$ cat config.mk
export PLATFORM = sky130hd
export DESIGN_NAME = composite_field_gf16_squared_alu_unit_flat
export DESIGN_NICKNAME = d
export VERILOG_FILES = /design/src/rtl/cfgf16_pkg.sv /design/src/rtl/cfgf16_req_if.sv /design/src/rtl/cfgf16_rsp_if.sv /design/src/rtl/composite_field_gf16_squared_alu_unit.sv /design/src/flat_wrapper.sv
export SDC_FILE = /design/constraint.sdc
export NUM_CORES = 1
export LEC_CHECK = 0
export BUFFER_PORTS_ARGS = -buffer_cell sky130_fd_sc_hd__buf_4
export CAP_MARGIN = 20
export CORE_MARGIN = 2
export CORE_UTILIZATION = 66
export CTS_CLUSTER_DIAMETER = 30
export DETAILED_ROUTE_END_ITERATION = 10
export GPL_ROUTABILITY_DRIVEN = 0
export GPL_TIMING_DRIVEN = 0
export PLACE_DENSITY = 0.95
export SYNTH_ARGS = -nofsm -noshare
export SYNTH_HDL_FRONTEND = slang
export SYNTH_SLANG_ARGS = --single-unit
$ cat constraint.sdc
create_clock -name clock -period 8.3 [get_ports clock]
set_input_delay 0 -clock clock [delete_from_list [all_inputs] [get_ports clock]]
set_output_delay 0 -clock clock [all_outputs]
set_load 0.01 [all_outputs]
$ cat src/rtl/cfgf16_pkg.sv
// ----------------------------------------------------------------------------
// cfgf16_pkg
// Types, codes and GF(16) / GF(256) helpers for the composite field ALU.
// ----------------------------------------------------------------------------
package cfgf16_pkg;

   localparam int MAP_ROWS    = 8;
   localparam int ROW_IDX_W   = $clog2(MAP_ROWS);
   localparam int CSR_ADDR_W  = ROW_IDX_W + 2;
   localparam int CSR_DATA_W  = 32;
   localparam int MAP_ROW_W   = 16;

   typedef logic [2:0]            kind_type;
   typedef logic [7:0]            byte_type;
   typedef logic [3:0]            nib_type;
   typedef logic [MAP_ROW_W-1:0]  map_row_type;

   localparam kind_type KIND_ADD     = 3'd0;
   localparam kind_type KIND_MUL     = 3'd1;
   localparam kind_type KIND_INV     = 3'd2;
   localparam kind_type KIND_MAP_FWD = 3'd3;
   localparam kind_type KIND_MAP_BWD = 3'd4;

   // x^4 + x^3 + 1
   localparam logic [4:0] FIELD_POLY = 5'h19;
   // z^2 = z + Z_CONST
   localparam nib_type    Z_CONST    = 4'h2;

   localparam map_row_type MAP_RESET [MAP_ROWS] = '{
      16'hAC68, 16'hDE24, 16'hD288, 16'h7CDC,
      16'h8C82, 16'h92E2, 16'hA4B0, 16'h9937
   };

   localparam nib_type NIB_INV_TABLE [16] = '{
      4'h0, 4'h1, 4'hC, 4'h8, 4'h6, 4'hF, 4'h4, 4'hE,
      4'h3, 4'hD, 4'hB, 4'hA, 4'h2, 4'h9, 4'h7, 4'h5
   };

   typedef struct packed {
      kind_type kind;
      byte_type operand_a;
      byte_type operand_b;
   } req_word_type;

   typedef struct packed {
      byte_type result;
   } rsp_word_type;

   // Shift-and-add multiply in GF(16)
   function automatic nib_type nib_mul(nib_type p, nib_type q);
      logic [4:0] a;
      nib_type    acc;
      a   = {1'b0, p};
      acc = '0;
      for (int k = 0; k < 4; k++) begin
         if (q[k]) acc = acc ^ a[3:0];
         a = {a[3:0], 1'b0};
         if (a[4]) a = a ^ FIELD_POLY;
      end
      return acc;
   endfunction

   // (b z + c)(d z + e) = (be + cd + bd) z + (ce + 2bd)
   function automatic byte_type byte_mul(byte_type x, byte_type y);
      nib_type hh;
      nib_type hi;
      nib_type lo;
      hh = nib_mul(x[7:4], y[7:4]);
      hi = nib_mul(x[3:0], y[7:4]) ^ nib_mul(x[7:4], y[3:0]) ^ hh;
      lo = nib_mul(x[3:0], y[3:0]) ^ nib_mul(hh, Z_CONST);
      return {hi, lo};
   endfunction

   // delta = bc + c^2 + 2b^2; inverse of zero comes out as zero
   function automatic byte_type byte_inv(byte_type x);
      nib_type b;
      nib_type c;
      nib_type delta;
      nib_type di;
      b     = x[7:4];
      c     = x[3:0];
      delta = nib_mul(b, c) ^ nib_mul(c, c) ^ nib_mul(Z_CONST, nib_mul(b, b));
      di    = NIB_INV_TABLE[delta];
      return {nib_mul(di, b), nib_mul(di, b ^ c)};
   endfunction

endpackage

$ cat src/rtl/cfgf16_req_if.sv
// ----------------------------------------------------------------------------
// cfgf16_req_if
// Valid/ready channel carrying one operation word into the ALU.
// ----------------------------------------------------------------------------
interface cfgf16_req_if;
   import cfgf16_pkg::*;

   logic         valid;
   logic         ready;
   req_word_type word;

   modport source (output valid, output word, input ready);
   modport sink   (input valid, input word, output ready);

endinterface

$ cat src/rtl/cfgf16_rsp_if.sv
// ----------------------------------------------------------------------------
// cfgf16_rsp_if
// Valid/ready channel carrying one result word out of the ALU.
// ----------------------------------------------------------------------------
interface cfgf16_rsp_if;
   import cfgf16_pkg::*;

   logic         valid;
   logic         ready;
   rsp_word_type word;

   modport source (output valid, output word, input ready);
   modport sink   (input valid, input word, output ready);

endinterface

$ cat src/rtl/composite_field_gf16_squared_alu_unit.sv
// ----------------------------------------------------------------------------
// composite_field_gf16_squared_alu_unit
// GF((2^4)^2) arithmetic unit: one operation word in, one result word out.
//
// Takes one word per clock unless stalled and returns one result word per
// word, in order. A word is taken into the input register, the field logic
// settles between that register and the result register, and the result
// is offered from the result register. Both registers are elastic: the
// input side keeps taking words while a result waits, and stalls only
// once both stages are full. Kinds: 0 add (XOR), 1 multiply, 2 inverse
// (inverse of zero is zero), 3 basis map into the composite field,
// 4 basis map back; kinds 5..7 return zero. GF(16) is reduced by
// x^4+x^3+1 and a byte b:c means b*z+c with z^2 = z+2. The eight map rows
// are 16-bit APB registers at byte addresses 0x00..0x1C (step 4); the high
// byte of a row is the forward row, the low byte the backward row, and
// bit 7-i of a mapped byte is the parity of the operand ANDed with row i.
// Rows are to be written only while the unit is idle; the block itself
// does not enforce this. Reads return the row.
// ----------------------------------------------------------------------------
module composite_field_gf16_squared_alu_unit (
   input  logic                               clock,
   input  logic                               reset,
   cfgf16_req_if.sink                         req_word,
   cfgf16_rsp_if.source                       rsp_word,
   input  logic                               psel,
   input  logic                               penable,
   input  logic                               pwrite,
   input  logic [cfgf16_pkg::CSR_ADDR_W-1:0]  paddr,
   input  logic [cfgf16_pkg::CSR_DATA_W-1:0]  pwdata,
   output logic [cfgf16_pkg::CSR_DATA_W-1:0]  prdata,
   output logic                               pready
);
   import cfgf16_pkg::*;

   // map row registers
   map_row_type              map_row_ff [MAP_ROWS];
   logic                     csr_write;
   logic [ROW_IDX_W-1:0]     csr_row;

   // input stage
   logic      s1_valid_ff, s1_valid_in;
   kind_type  s1_kind_ff,  s1_kind_in;
   byte_type  s1_a_ff,     s1_a_in;
   byte_type  s1_b_ff,     s1_b_in;

   // result stage
   logic      s2_valid_ff, s2_valid_in;
   byte_type  s2_result_ff, s2_result_in;

   logic      s1_ready;
   logic      s2_ready;
   logic      s1_load;
   logic      s2_load;

   byte_type  map_fwd;
   byte_type  map_bwd;
   byte_type  alu_result;

   // ---------------- configuration port ----------------
   assign pready    = 1'b1;
   assign csr_row   = paddr[CSR_ADDR_W-1:2];
   assign csr_write = psel && penable && pwrite;
   assign prdata    = {{(CSR_DATA_W-MAP_ROW_W){1'b0}}, map_row_ff[csr_row]};

   always_ff @(posedge clock) begin
      if (reset) begin
         for (int i = 0; i < MAP_ROWS; i++) map_row_ff[i] <= MAP_RESET[i];
      end else if (csr_write) begin
         map_row_ff[csr_row] <= pwdata[MAP_ROW_W-1:0];
      end
   end

   // ---------------- handshake ----------------
   // result stage frees when empty or drained this cycle
   assign s2_ready = !s2_valid_ff || rsp_word.ready;
   assign s1_ready = !s1_valid_ff || s2_ready;
   assign s1_load  = req_word.valid && s1_ready;
   assign s2_load  = s1_valid_ff && s2_ready;

   assign req_word.ready       = s1_ready;
   assign rsp_word.valid       = s2_valid_ff;
   assign rsp_word.word.result = s2_result_ff;

   // ---------------- field datapath ----------------
   always_comb begin
      for (int i = 0; i < MAP_ROWS; i++) begin
         map_fwd[MAP_ROWS-1-i] = ^(s1_a_ff & map_row_ff[i][15:8]);
         map_bwd[MAP_ROWS-1-i] = ^(s1_a_ff & map_row_ff[i][7:0]);
      end
   end

   always_comb begin
      case (s1_kind_ff)
         KIND_ADD:     alu_result = s1_a_ff ^ s1_b_ff;
         KIND_MUL:     alu_result = byte_mul(s1_a_ff, s1_b_ff);
         KIND_INV:     alu_result = byte_inv(s1_a_ff);
         KIND_MAP_FWD: alu_result = map_fwd;
         KIND_MAP_BWD: alu_result = map_bwd;
         default:      alu_result = '0;
      endcase
   end

   // ---------------- next values ----------------
   always_comb begin
      s1_valid_in  = s1_valid_ff;
      s1_kind_in   = s1_kind_ff;
      s1_a_in      = s1_a_ff;
      s1_b_in      = s1_b_ff;
      s2_valid_in  = s2_valid_ff;
      s2_result_in = s2_result_ff;

      if (s1_ready) begin
         s1_valid_in = req_word.valid;
      end
      if (s1_load) begin
         s1_kind_in = req_word.word.kind;
         s1_a_in    = req_word.word.operand_a;
         s1_b_in    = req_word.word.operand_b;
      end
      if (s2_ready) begin
         s2_valid_in = s1_valid_ff;
      end
      if (s2_load) begin
         s2_result_in = alu_result;
      end
   end

   // control state
   always_ff @(posedge clock) begin
      if (reset) begin
         s1_valid_ff <= 1'b0;
         s2_valid_ff <= 1'b0;
      end else begin
         s1_valid_ff <= s1_valid_in;
         s2_valid_ff <= s2_valid_in;
      end
   end

   // payload, no reset
   always_ff @(posedge clock) begin
      s1_kind_ff   <= s1_kind_in;
      s1_a_ff      <= s1_a_in;
      s1_b_ff      <= s1_b_in;
      s2_result_ff <= s2_result_in;
   end

endmodule

$ cat src/flat_wrapper.sv
// flat-port wrapper written by rule: the top's interface ports become plain ports
module composite_field_gf16_squared_alu_unit_flat import cfgf16_pkg::*;
  (clock, reset, psel, penable, pwrite, paddr, pwdata, prdata, pready, req_word_valid, req_word_word, req_word_ready, rsp_word_valid, rsp_word_word, rsp_word_ready);
  cfgf16_req_if req_word_i ();
  cfgf16_rsp_if rsp_word_i ();
  input  logic clock;
  input  logic reset;
  input  logic psel;
  input  logic penable;
  input  logic pwrite;
  input  logic [cfgf16_pkg::CSR_ADDR_W-1:0] paddr;
  input  logic [cfgf16_pkg::CSR_DATA_W-1:0] pwdata;
  output logic [cfgf16_pkg::CSR_DATA_W-1:0] prdata;
  output logic pready;
  input wire logic [$bits(req_word_i.valid)-1:0] req_word_valid;
  input wire logic [$bits(req_word_i.word)-1:0] req_word_word;
  output wire logic [$bits(req_word_i.ready)-1:0] req_word_ready;
  output wire logic [$bits(rsp_word_i.valid)-1:0] rsp_word_valid;
  output wire logic [$bits(rsp_word_i.word)-1:0] rsp_word_word;
  input wire logic [$bits(rsp_word_i.ready)-1:0] rsp_word_ready;
  assign req_word_i.valid = req_word_valid;
  assign req_word_i.word = req_word_word;
  assign req_word_ready = req_word_i.ready;
  assign rsp_word_valid = rsp_word_i.valid;
  assign rsp_word_word = rsp_word_i.word;
  assign rsp_word_i.ready = rsp_word_ready;
  composite_field_gf16_squared_alu_unit u_core (.clock(clock), .reset(reset), .req_word(req_word_i), .rsp_word(rsp_word_i), .psel(psel), .penable(penable), .pwrite(pwrite), .paddr(paddr), .pwdata(pwdata), .prdata(prdata), .pready(pready));
endmodule
* Yosys cells after proc, flatten, opt, wreduce, memory -nomap -nowiden
Memory sizes are Yosys's and may differ from the RTL's.
Index checks and enable logic that the tools add are counted.
** Operators by class
- Reduce and logical (&&, ||, !) cells :: 26
- Equality and inequality tests :: 4
- Muxes and demuxes :: 120
- Bitwise logic cells :: 68
- Order comparisons :: 1
** Operators by type and width (number)
- $mux 4 :: 109
- $xor 4x4->4 :: 34
- $and 8x8->8 :: 16
- $reduce_xor 8->1 :: 16
- $pmux 8 s5 :: 1
- $not 2->2 :: 14
- $mux 16 :: 1
- $reduce_or 16->1 :: 1
- $xor 8x8->8 :: 1
- $eq 3x2->1 const B :: 2
- $mux 1 :: 6
- $mux 3 :: 2
- $ge 5x5->1 const B :: 1
- $not 4->5 :: 1
- $logic_and 1x1->1 :: 4
- $eq 3x1->1 const B :: 1
- $eq 3x3->1 const B :: 1
- $logic_not 3->1 :: 1
- $logic_not 1->1 :: 2
- $logic_or 1x1->1 :: 2
- $mux 2 :: 1
- $not 1->1 :: 2
** Storage, ports and cells
- Bits in writable memories :: 128
- Bits in registers :: 29
- ROM bits :: 64
- Bits of input ports :: 63
- Output and inout port bits :: 43
- Logic and storage cells :: 227
- Memories kept :: 2
** Memory list
- u_core.map_row_ff :: depth 8, bits a word 16, read ports 9, clocked after Yosys merged registers in 0, wr ports 8, RTL line composite_field_gf16_squared_alu_unit.sv:36 : map_row_type map_row_ff [MAP_ROWS];
- (name not given) :: depth 16, bits a word 4, read ports 1, clocked after Yosys merged registers in 0, wr ports 0, RTL line cfgf16_pkg.sv:83 : di = NIB_INV_TABLE[delta];

* Longest topological paths before layout
Gate-level depths: netlist (run 1).
- Depth after elaboration :: 40
- Depth in mapped cells :: 15
- Gate-level depth less buffers :: 12

* Worst setup path after synthesis (run 1)
OpenSTA, ideal clock, no wires.
- Path kind :: register to register
- From :: register u_core.s1_a_ff[3]
- To :: register u_core.s2_result_ff[1], in the netlist u_core.rsp_word.word[1] (data pin)
- Period minus slack after synthesis :: 3.386 ns
- Data required time :: 8.025 ns
- Slack :: 4.914 ns
- Buffers on the path :: 2
- Arrival :: 3.112 ns
- Cell stages (with the launch flop) :: 15
- Library setup time :: 0.275 ns
- Path through :: edfxtp_1 -> buf_2 -> inv_1 -> ha_1 -> xor3_1 -> a211o_1 -> and3_1 -> or3b_1 -> and2_1 -> buf_6 -> a21oi_2 -> o22ai_1 -> a2111oi_4 -> xor2_1 -> o221ai_1
** On the way
- Cells in the longest elaborated chain, start to end :: 28
- Elaborated cells on any way between the ends :: 60
- Those cells by class :: mux (41); bitwise (16); reduce/logical (2); memory (1)
** RTL lines
- from (decl) :: RTL line composite_field_gf16_squared_alu_unit.sv:43 : byte_type s1_a_ff, s1_a_in;
- from (signal assigned) :: RTL line composite_field_gf16_squared_alu_unit.sv:142 : s1_a_ff <= s1_a_in;
- $mux 4, on equally long branches :: RTL line cfgf16_pkg.sv:58, cfgf16_pkg.sv:56
- $mux 4 :: RTL line composite_field_gf16_squared_alu_unit.sv:93 : case (s1_kind_ff)
- $xor 4x4->4 :: RTL line cfgf16_pkg.sv:56 : if (q[k]) acc = acc ^ a[3:0];
- $mux 4 :: RTL line cfgf16_pkg.sv:56
- $mux 4 :: RTL line composite_field_gf16_squared_alu_unit.sv:93
- $xor 4x4->4 :: RTL line cfgf16_pkg.sv:56
- $mux 4 :: RTL line cfgf16_pkg.sv:56
- $mux 4 :: RTL line composite_field_gf16_squared_alu_unit.sv:93
- (+13 left out)
- $mux 4 :: RTL line composite_field_gf16_squared_alu_unit.sv:93
- $xor 4x4->4 :: RTL line cfgf16_pkg.sv:56
- $mux 4 :: RTL line cfgf16_pkg.sv:56
- $mux 4 :: RTL line composite_field_gf16_squared_alu_unit.sv:93
- $xor 4x4->4 :: RTL line cfgf16_pkg.sv:56
- $mux 4 :: RTL line cfgf16_pkg.sv:56
- $pmux 8 s5 * :: RTL line composite_field_gf16_squared_alu_unit.sv:93
- via u_core.alu_result[1] :: RTL line composite_field_gf16_squared_alu_unit.sv:57 : byte_type alu_result;
- to (signal assigned) :: RTL line composite_field_gf16_squared_alu_unit.sv:144 : s2_result_ff <= s2_result_in;
- to (decl) :: RTL line composite_field_gf16_squared_alu_unit.sv:48 : byte_type s2_result_ff, s2_result_in;
Mark *: on every way through the listed nets, which the timed path passes. The rest lies on a longest branch. The select of a mux whose other input is x is not followed.
A chain may end at the register's enable or synchronous reset.

* Worst setup path after layout (run 1)
- From :: register u_core.s1_a_ff[2]
- To :: register u_core.s2_result_ff[1], in the netlist u_core.rsp_word.word[1] (data pin)
** On the way
- Cells in the longest elaborated chain, start to end :: 29
- Elaborated cells on any way between the ends :: 61
- Those cells by class :: mux (41); bitwise (17); reduce/logical (2); memory (1)
** RTL lines
- $not 2->2 (no line)
- $mux 4 :: RTL line cfgf16_pkg.sv:58 : if (a[4]) a = a ^ FIELD_POLY;
- $mux 4 :: RTL line composite_field_gf16_squared_alu_unit.sv:93
- $xor 4x4->4 :: RTL line cfgf16_pkg.sv:56
- $mux 4 :: RTL line cfgf16_pkg.sv:56
- $mux 4 :: RTL line composite_field_gf16_squared_alu_unit.sv:93
- $xor 4x4->4 :: RTL line cfgf16_pkg.sv:56
- $mux 4 :: RTL line cfgf16_pkg.sv:56
- (+14 left out)
- $mux 4 :: RTL line composite_field_gf16_squared_alu_unit.sv:93
- $xor 4x4->4 :: RTL line cfgf16_pkg.sv:56
- $mux 4 :: RTL line cfgf16_pkg.sv:56
- $mux 4 :: RTL line composite_field_gf16_squared_alu_unit.sv:93
- $xor 4x4->4 :: RTL line cfgf16_pkg.sv:56
- $mux 4 :: RTL line cfgf16_pkg.sv:56
- $pmux 8 s5 * :: RTL line composite_field_gf16_squared_alu_unit.sv:93
- via u_core.alu_result[1] :: RTL line composite_field_gf16_squared_alu_unit.sv:57
Marked as above.

==> flow_summary.yaml, run 1 <==
drt:
  average_wire_per_cell_in_the_routed_design_um: 25.40
  remaining_drc_errors: 10
  finalWirelength_mm: 41.01
  dr_total_vias: 11398
  drt_iter0_markers: 2643
  post_drt_via_cell_ratio: 7.058
  detail-route-antenna-nets: 0
  drtPass1Iterations: 11
cells_and_area:
  area_growth_pct: 15.96
  drive_gt1_share_pct: 12.59
  net_count_final: 1447
  layout.filler_cells: 1029
  layout.cells.most_common_list: "nand2_1 (215), xnor2_1 (157), edfxtp_1 (155)"
  antenna_cells: 0
  final_common_cell: "nand2_1"
clock_network:
  clock_tree.buffer_depth: 2
  clock_tree_from_tritoncts: "built"
  cts_sinks: 157
  clkSlewWorstSetupHoldPaths_ps: 80
  clock_tree.htree_level_count: 4
  num_cts_buffers: 17
  cts_root_buf: "clkbuf_16"
  clkLatencyLatePin_ps: 470
timing:
  hold_violations: 0
  timing.max_slew.rel_slack_pct: 26.30
  finalClockSkew_ps: 17.32
  tightest_pin_transition_ps: 1101
  setup-violations-final: 0
  rsz0062_at_grt: "no"
  min_period_ps: 4203
  timing.final.crit_share_pct: 50.64
  drv_slew: 0
  setup_tns_ps: 0
  clock.fmax_ghz: 0.2379
power_and_ir_drop:
  peakVddDrop_mv: 0.1824
  design_power_total_mw: 2.757
  power_per_cell_area_nw_per_um2: 206.4
  power.leakage_nw: 4.784
worst_hold_path:
  hold_crit_path_type: "input port to flip-flop"
die:
  floorplan.die_area_um2: 18530
  top_level_ports: 106
  die_w_um: 136.1
  std_cell_rows: 48
  die_h_um: 136.1
  initial_utilization_pct: 67.07
  core-area_um2: 17180
global_routing:
  globalRoute.totalOverflow: 0
  initial_antenna_violation_count: 1
  number_of_global_route_vias_before_repair: 11030
  wire_length_of_the_first_global_routing_pass_mm: 61.41
  grt_start_max_net_pins: 20
  grt_usage_pct: 45.04
outcome:
  failed_checks: "DRC"
  run_status: "finished with violations"
yosys:
  ys.warnings.count: 0
  syn_inst: 1233
  post_synth_edffs: 155
  syn-cell-area_um2: 11520
  avgSynthCellArea_um2: 9.344
  synth_flop_cell: "edfxtp_1"
  number_of_unique_standard_cell_types_used_by_synthesis: 72
  number_of_storage_elements_in_the_synthesis_netlist: 157
  async_flop_share_pct: 0
  synth.yosys.seq_area_share_pct: 40.75
job:
  max_cap_violations: 0
critical_path:
  worst_setup_path_start_kind: "flip-flop"
  timing.critical_path.to_type: "flip-flop"
  path_cells: "buf_2 -> inv_1 -> ha_1 -> xor3_1 -> a211o_1 -> and3_1 -> or3b_1 -> and2_1 -> buf_6 -> buf_6 -> o21ai_1 -> nor2_1 -> a2111oi_4 -> xor2_1 -> o221ai_1"
  cp_max_stage_delay_ps: 370
  critical_path_class: "flip-flop to flip-flop"
  crit_required_ps: 8450
  cpMostUsedCell: "buf_6"
  slowest_stage: "ha_1"
  critPathArrivalTime_ps: 4350
  critical_path.max_fanout: 10
placement:
  half_perimeter_wire_length_after_placement_mm: 25.47
  portBuffers: 67
==> final cells by class <==
class                   count  area (um2)  area share, %
plain buffers             118       553.0          4.139
clock buffers              17       425.4          3.184
clock inverters            15       143.9          1.077
inverters                  15       56.30         0.4214
multi-input cells         958        6285          47.04
flip-flops and latches    157        4695          35.14
well taps                 225       281.5          2.107
repair buffers            110       920.9          6.893
==> routing by layer <==
metal | up-vias | GRT usage (%) | wire length [um]
met4 | 0 | 34.61 | 4104
met3 | 401 | 18.08 | 6666
met1 | 5075 | 50.02 | 12410
met5 | - | 0 | 0
met2 | 1283 | 69.10 | 17830
li1 | 4639 | - | -
==> synth_stat cells (9+ instances only) <==
cell	count	area share, %
buf_2	16	0.70
xnor2_1	157	12
nand3_1	20	0.87
inv_1	14	0.46
a31oi_1	11	0.60
or2_2	9	0.49
a22oi_1	80	5.2
nand4_1	17	0.92
or3_1	52	2.8
buf_4	18	1.2
clkbuf_1	69	2.2
o221ai_1	13	0.99
nand2_1	215	7.0
nand2b_1	12	0.65
buf_1	12	0.39
and2_1	74	4.0
nor2b_1	10	0.54
edfxtp_1	155	40
mux2i_1	9	0.78
a21oi_1	28	1.2
nor2_1	44	1.4
a211oi_1	10	0.65
xor2_1	50	3.8
o21ai_0	21	0.91
==> state kept, by name, indices dropped and copies added (netlist names) <==
register and cells:
u_core.s1_b_ff 8, u_core.s1_valid_ff 1, u_core.s1_a_ff 8, u_core.map_row_ff 128, u_core.rsp_word.word 8, u_core.s1_kind_ff 3, u_core.rsp_word.valid 1
==> critical path: cells and delay by family (launching register included) <==
kind	cells	cell delay (ps)
AOI/OAI and AO/OA	4	1080
xor gates and xnor gates	2	620
adders and majority gates	1	370
buffers and inverters	4	620
DFF	1	360
and+or+nand+nor	4	840
==> per-stage QoR <==
| stage | setup slack (ps) | cell area [um2] | hold WS (ps) | cells | util [%] |
|---|---|---|---|---|---|
| 2_1_floorplan | 4914 | 11580 | 98.87 | 1248 | - |
| 3_3_place_gp | 4399 | 12360 | 179.2 | 1540 | 71.97 |
| 3_5_place_dp | 4357 | 12400 | 179.5 | 1544 | 72.21 |
| 4_1_cts | 4349 | 13350 | 129.6 | 1614 | 77.74 |
| 5_1_grt | 4029 | 13360 | 179.3 | 1615 | 77.78 |
| 6_report | 4097 | 13360 | 158.0 | 1615 | 77.78 |
==> logic make-up (layout without fill, tap and decap cells) <==
group | count (synthesis) | after routing | share of synthesized area [%]
AO/OA/AOI/OAI | 225 | 225 | 14.61
XOR/XNOR | 210 | 210 | 16.34
adder cells (fa/ha/maj) | 7 | 7 | 0.7602
buffers and inverters | 133 | 275 | 5.289
flip-flops | 157 | 157 | 40.75
multiplexers | 16 | 16 | 1.466
other | 2 | 17 | 0.06519
AND/OR/NAND/NOR | 483 | 483 | 20.72
==> power breakdown <==
part	leakage, nW	total, mW	switching [mW]	internal, mW
combinational	2.98	0.997	0.616	0.382
sequential	1.53	0.954	0.0331	0.921
clock	0.274	0.805	0.406	0.400
==> final timing paths <==
path / to / slack, ps / startpoint / cells past startpoint
max: u_core.rsp_word.word[1] / 4100 / u_core.s1_a_ff[2] / 15
min: u_core.rsp_word.valid / 160 / reset / 3
max reg2reg: u_core.rsp_word.word[1] / 4100 / u_core.s1_a_ff[2] / 15
min reg2reg: u_core.rsp_word.valid / 550 / u_core.s1_valid_ff / 2
==> repair_timing <==
item / CTS / global route
hold buffers: 38 / 0
hold endpoints to repair: 149 / 0
setup buffers: 0 / 0
gates resized for setup: 0 / 0
No activity file was read; power rests on OpenSTA's default activity.
==> run 2, diff against run 1 <==
- CORE_UTILIZATION: 66 -> 55
- PLACE_DENSITY: 0.95 -> 0.88
- clock period: 8.3 -> 3.4 ns (I/O delays scaled with it)
==> run 2 against run 1 <==
Net effect:
- the flow finishes with violations (DRC, setup timing)
- fmax is 15% higher
- clock skew down 7.0 ps
- flip-flop and latch count stayed put
- via count down 4.2%
- critical endpoint unchanged
==> flow_summary.yaml, run 2 (synthesized netlist as in run 1, its figures left out) <==
cells_and_area:
  layout.filler_cells: 1465
  antenna_cells: 0
  drive_gt1_share_pct: 18.08
  final_common_cell: "nand2_1"
  largest_register_ff_count: 128
  stdcell_count: 1669
  max_flop_register: "u_core.map_row_ff"
  layout.cells.most_common_list: "nand2_1 (213), xnor2_1 (156), edfxtp_1 (155)"
  area_growth_pct: 20.95
  net_count_final: 1457
global_routing:
  globalRoute.totalOverflow: 0
  wire_length_of_the_first_global_routing_pass_mm: 57.45
  grt_start_max_net_pins: 20
  initial_antenna_violation_count: 0
  number_of_global_route_vias_before_repair: 10730
  grt_usage_pct: 34.34
worst_hold_path:
  hold_end: "u_core.rsp_word.valid"
  worstHoldPathCells: 3
  hp-start: "reset"
  hold_crit_path_type: "input port to flip-flop"
critical_path:
  reg2reg_from: "u_core.s1_a_ff[3]"
  critPathArrivalTime_ps: 3800
  crit-reg2reg-capture: "u_core.rsp_word.word[1]"
  critical_path_class: "flip-flop to flip-flop"
  worst-r2r-cell-count: 14
  timing.critical_path.to_type: "flip-flop"
  worst_setup_path_start_kind: "flip-flop"
  crit_required_ps: 3560
  critical_path.max_fanout: 10
  reg2reg_setup_slack_ps: -250
placement:
  half_perimeter_wire_length_after_placement_mm: 25.39
  portBuffers: 67
  place_inst: 1588
clock_network:
  clock_tree_from_tritoncts: "built"
  num_cts_buffers: 17
  clkLatencyLatePin_ps: 440
  cts_root_buf: "clkbuf_16"
  clkSlewWorstSetupHoldPaths_ps: 70
  clock_tree.htree_level_count: 4
  clock_tree.buffer_depth: 2
  cts_sinks: 157
timing:
  min_period_ps: 3646
  tightest_pin_transition_ps: 1055
  hold_violations: 0
  finalClockSkew_ps: 10.29
  hold_slack_ps: 134.3
  rsz0062_at_grt: "yes"
  timing.max_slew.rel_slack_pct: 29.33
  drv_slew: 0
  setup-violations-final: 8
  clock.fmax_ghz: 0.2743
  postLayoutSetupSlackWorst_ps: -245.8
  timing.final.crit_share_pct: 107.2
power_and_ir_drop:
  peakVddDrop_mv: 0.3460
  power_per_cell_area_nw_per_um2: 503.8
  power.leakage_nw: 5.014
die:
  core-area_um2: 20360
  initial_utilization_pct: 56.57
  floorplan.die_area_um2: 22120
  die_w_um: 148.7
  std_cell_rows: 52
  top_level_ports: 106
  die_h_um: 148.7
drt:
  drtPass1Iterations: 11
  remaining_drc_errors: 3
  detail-route-antenna-nets: 0
  post_drt_via_cell_ratio: 6.543
  finalWirelength_mm: 38.66
  drt_iter0_markers: 1855
  dr_total_vias: 10921
  average_wire_per_cell_in_the_routed_design_um: 23.17
outcome:
  run_status: "finished with violations"
  failed_checks: "DRC, setup timing"
job:
  max_cap_violations: 0
## run 2: worst max-delay path: stages, from the launching register on
cell	delay, ps
edfxtp_1	400
buf_6	150
inv_6	70
ha_4	200
xor3_1	210
a211o_1	320
and3_4	190
or3b_4	410
nand2_4	140
clkbuf_4	240
o21ai_0	120
a211oi_1	310
a311oi_2	90
xor2_2	320
o221ai_2	190
## run 2: how the worst max path moves through the flow
stage	startpoint	to	slack (ps)	depth (start not counted)
final	u_core.s1_a_ff[3]	u_core.rsp_word.word[1]	-250	14
after global routing	u_core.s1_a_ff[3]	u_core.rsp_word.word[1]	-260	13
after CTS	u_core.s1_a_ff[4]	u_core.rsp_word.word[1]	-60	12
after detailed placement	u_core.s1_a_ff[3]	u_core.rsp_word.word[2]	-660	13
after global placement	u_core.s1_a_ff[3]	u_core.rsp_word.word[2]	-570	13
after floorplan	u_core.s1_a_ff[3]	u_core.rsp_word.word[1]	10	14
## run 2: through the flow
| step | setup slack [ps] | power, mW | util, % | area [um2] | setup TNS [ps] |
|---|---|---|---|---|---|
| global placement | -574.7 | 4.510 | 60.98 | 12420 | -3508 |
| finish | -245.8 | 7.020 | 68.43 | 13930 | -914.8 |
| floorplan | 13.51 | 3.960 | - | 11580 | 0 |
| global route | -257.5 | 7.190 | 68.43 | 13930 | -1403 |
| detailed placement | -663.3 | 4.560 | 61.16 | 12450 | -4373 |
| CTS | -64.64 | 6.761 | 67.47 | 13740 | -136.6 |
## run 2: area by class of cell
cell class	instances	area, um2	area share [%]
multi-input combinational	958	6575	47.19
sequential	157	4695	33.69
timing repair buffer	121	1026	7.363
buffer	117	628.1	4.507
clock buffer	18	429.2	3.080
tap	270	337.8	2.424
clock inverter	13	178.9	1.284
inverter	15	65.06	0.4669
## run 2: what timing repair did
action                                  in CTS  in global routing
pin swaps                                   19                 13
gates resized for setup                     58                 52
endpoints found under the setup margin       8                  8
buffers inserted                             9                  2
cloned                                       1                  0
hold buffers                                38                  0
endpoints found under the hold margin      149                  0
## run 2: report_power, final
part | internal (mW) | switching [mW]
Combinational | 1.09 | 1.57
Clock | 1.17 | 0.872
Sequential | 2.25 | 0.0721
## run 2: layer usage
| layer | up-vias | share of wire (%) | GRT usage [%] |
|---|---|---|---|
| met2 | 1004 | 45 | 54.61 |
| li1 | 4655 | - | - |
| met1 | 4999 | 34 | 40.71 |
| met5 | - | 0 | 0 |
| met3 | 263 | 14 | 10.28 |
| met4 | 0 | 7.2 | 22.10 |
==> run 3, diff against run 2 <==
- ABC_AREA: unset -> 1
==> run 3 against run 2 <==
Net effect:
- the run now ends clean
- core utilization shrank 1.7 points
- hold slack worse by 110 ps
- wire length down 18%
- cell area shrank 9.8%
- non-clock buffer count down 62
- area after synthesis is 8.0% lower
- critical endpoint is now u_core.map_row_ff[5][6]
==> flow_summary.yaml, run 3 <==
critical_path:
  reg2reg_from: "u_core.s1_a_ff[3]"
  crit_required_ps: 3490
  critical_path.max_fanout: 16
  critical_path_class: "input port to flip-flop"
  worst_setup_path_start_kind: "input port"
  timing.critical_path.to_type: "flip-flop"
  worstSetupStartpoint: "reset"
  critPathArrivalTime_ps: 3390
timing:
  setup-violations-final: 0
  timing.final.crit_share_pct: 96.96
  drv_slew: 0
  postLayoutSetupSlackWorst_ps: 103.4
  finalClockSkew_ps: 5.640
  rsz0062_at_grt: "no"
  clock.fmax_ghz: 0.3033
  timing.max_slew.rel_slack_pct: 22.14
  setup_tns_ps: 0
  hold_slack_ps: 22.09
  min_period_ps: 3297
  tightest_pin_transition_ps: 1159
  hold_violations: 0
yosys:
  cell_accounting_for_the_most_synthesized_area: "edfxtp_1"
  avgSynthCellArea_um2: 8.225
  ys.warnings.count: 0
  post_synth_most_frequent_cells: "nand2_1 (465), edfxtp_1 (155), xnor2_1 (120), nor2_1 (108), inv_1 (85)"
  syn-cell-area_um2: 10590
  post_synth_edffs: 155
  number_of_storage_elements_in_the_synthesis_netlist: 157
  yosys-top-cells-area: "edfxtp_1 (44%), nand2_1 (16%), xnor2_1 (9.9%)"
  syn_inst: 1288
  post-synth-top-count-cell: "nand2_1"
  synth.yosys.seq_area_share_pct: 44.31
  share_of_yosys_cell_area_claimed_by_the_top_area_cell_type_pct: 43.94
  number_of_unique_standard_cell_types_used_by_synthesis: 44
  synth_flop_cell: "edfxtp_1"
  async_flop_share_pct: 0
cells_and_area:
  finalCoreUtilization_pct: 66.75
  largest_register_ff_count: 128
  layout.filler_cells: 1385
  net_count_final: 1505
  final_area_um2: 12570
  stdcell_count: 1708
  max_flop_register: "u_core.map_row_ff"
  layout.cells.most_common_list: "nand2_1 (460), edfxtp_1 (155), xnor2_1 (120)"
  area_growth_pct: 18.65
  final_common_cell: "nand2_1"
  drive_gt1_share_pct: 12.91
  antenna_cells: 0
outcome:
  run_status: "completed"
power_and_ir_drop:
  peakVddDrop_mv: 0.6584
  power_per_cell_area_nw_per_um2: 492.7
  design_power_total_mw: 6.193
  power.leakage_nw: 5.247
drt:
  detail-route-antenna-nets: 0
  remaining_drc_errors: 0
  drt_iter0_markers: 1621
  drtPass1Iterations: 7
  post_drt_via_cell_ratio: 5.787
  dr_total_vias: 9884
  average_wire_per_cell_in_the_routed_design_um: 18.47
  finalWirelength_mm: 31.54
job:
  max_cap_violations: 0
clock_network:
  clock_tree.buffer_depth: 2
  cts_sinks: 157
  clock_tree_from_tritoncts: "built"
  cts_root_buf: "clkbuf_16"
  clock_tree.htree_level_count: 4
  clkLatencyLatePin_ps: 440
  num_cts_buffers: 17
  clkSlewWorstSetupHoldPaths_ps: 70
die:
  top_level_ports: 106
  floorplan.die_area_um2: 20390
  initial_utilization_pct: 56.26
  core-area_um2: 18830
  std_cell_rows: 50
  die_h_um: 142.8
  die_w_um: 142.8
global_routing:
  globalRoute.totalOverflow: 0
  grt_start_max_net_pins: 20
  number_of_global_route_vias_before_repair: 9545
  wire_length_of_the_first_global_routing_pass_mm: 48.87
  initial_antenna_violation_count: 0
  grt_usage_pct: 31.48
placement:
  portBuffers: 67
  place_ws_ps: -173.5
  half_perimeter_wire_length_after_placement_mm: 22.13
  place_inst: 1633
  area_of_placed_instances_um2: 11500
worst_hold_path:
  hold_crit_path_type: "input port to flip-flop"
  hp-start: "pwdata[0]"
run 3: cell count changes after synthesis, sizes merged, moves of 17 or more:
cell | before | now
nand2 | 216 | 483
inv | 14 | 94
and2 | 74 | 0
nor2 | 44 | 112
a22oi | 81 | 18
or3 | 52 | 0
nand3 | 20 | 64
clkbuf | 69 | 30
xnor2 | 157 | 122
a21oi | 30 | 7
o21ai | 27 | 10
run 3: area by class of cell:
type	instances	area, um2	area share (%)
well taps	260	325.3	2.588
repair buffers	113	933.4	7.426
plain buffers	63	330.3	2.628
clock buffers	17	425.4	3.384
flip-flops and latches	157	4695	37.35
multi-input cells	985	5290	42.09
clock inverters	15	202.7	1.613
inverters	98	367.9	2.927
run 3: worst max-delay path, cell delays in order:
cell,delay [ps]
dlygate4sd3_1,530
buf_4,140
clkinv_1,240
nand4_1,500
nor2_1,850
clkinv_1,580
nand2_2,520
run 3: worst paths after layout:
path / endpoint / slack [ps] / cells past startpoint
setup / recovery: u_core.map_row_ff[5][6] / 100 / 7
hold / removal: u_core.map_row_ff[7][0] / 20 / 3
setup reg to reg: u_core.rsp_word.word[2] / 100 / 10
hold reg to reg: u_core.rsp_word.word[5] / 740 / 2
run 3: power breakdown:
group	total, mW	internal [mW]	switching [mW]
Clock	2.06	1.18	0.874
Sequential	2.33	2.25	0.0763
Combinational	1.81	0.695	1.12
Total	6.19	4.13	2.07
run 3: kinds of logic (layout without fill, tap and decap cells):
logic type / after synthesis / in the layout / synth area share (%)
compound gates: 74 / 74 / 5.055
flops: 157 / 157 / 44.31
xor+xnor: 182 / 182 / 15.26
other cells: 2 / 17 / 0.07089
fa+ha+maj: 7 / 7 / 0.8267
buf+inv: 161 / 306 / 6.520
simple gates: 705 / 705 / 27.96
run 3: what timing repair did:
action	4_1_cts	5_1_grt
hold buffers	37	0
resized for setup	0	13
endpoints found under the hold margin	80	0
setup buffers	0	2
setup endpoints to repair	0	33
run 3: metal layers:
metal / routed length [um] / part of all wire (%) / global-route usage [%] / vias up
li1: - / - / - / 4456
met1: 10710 / 34 / 36.66 / 4475
met3: 3489 / 11 / 6.103 / 201
met4: 2090 / 6.6 / 17.35 / 0
met5: 0 / 0 / 0 / -
met2: 15250 / 48 / 54.68 / 752
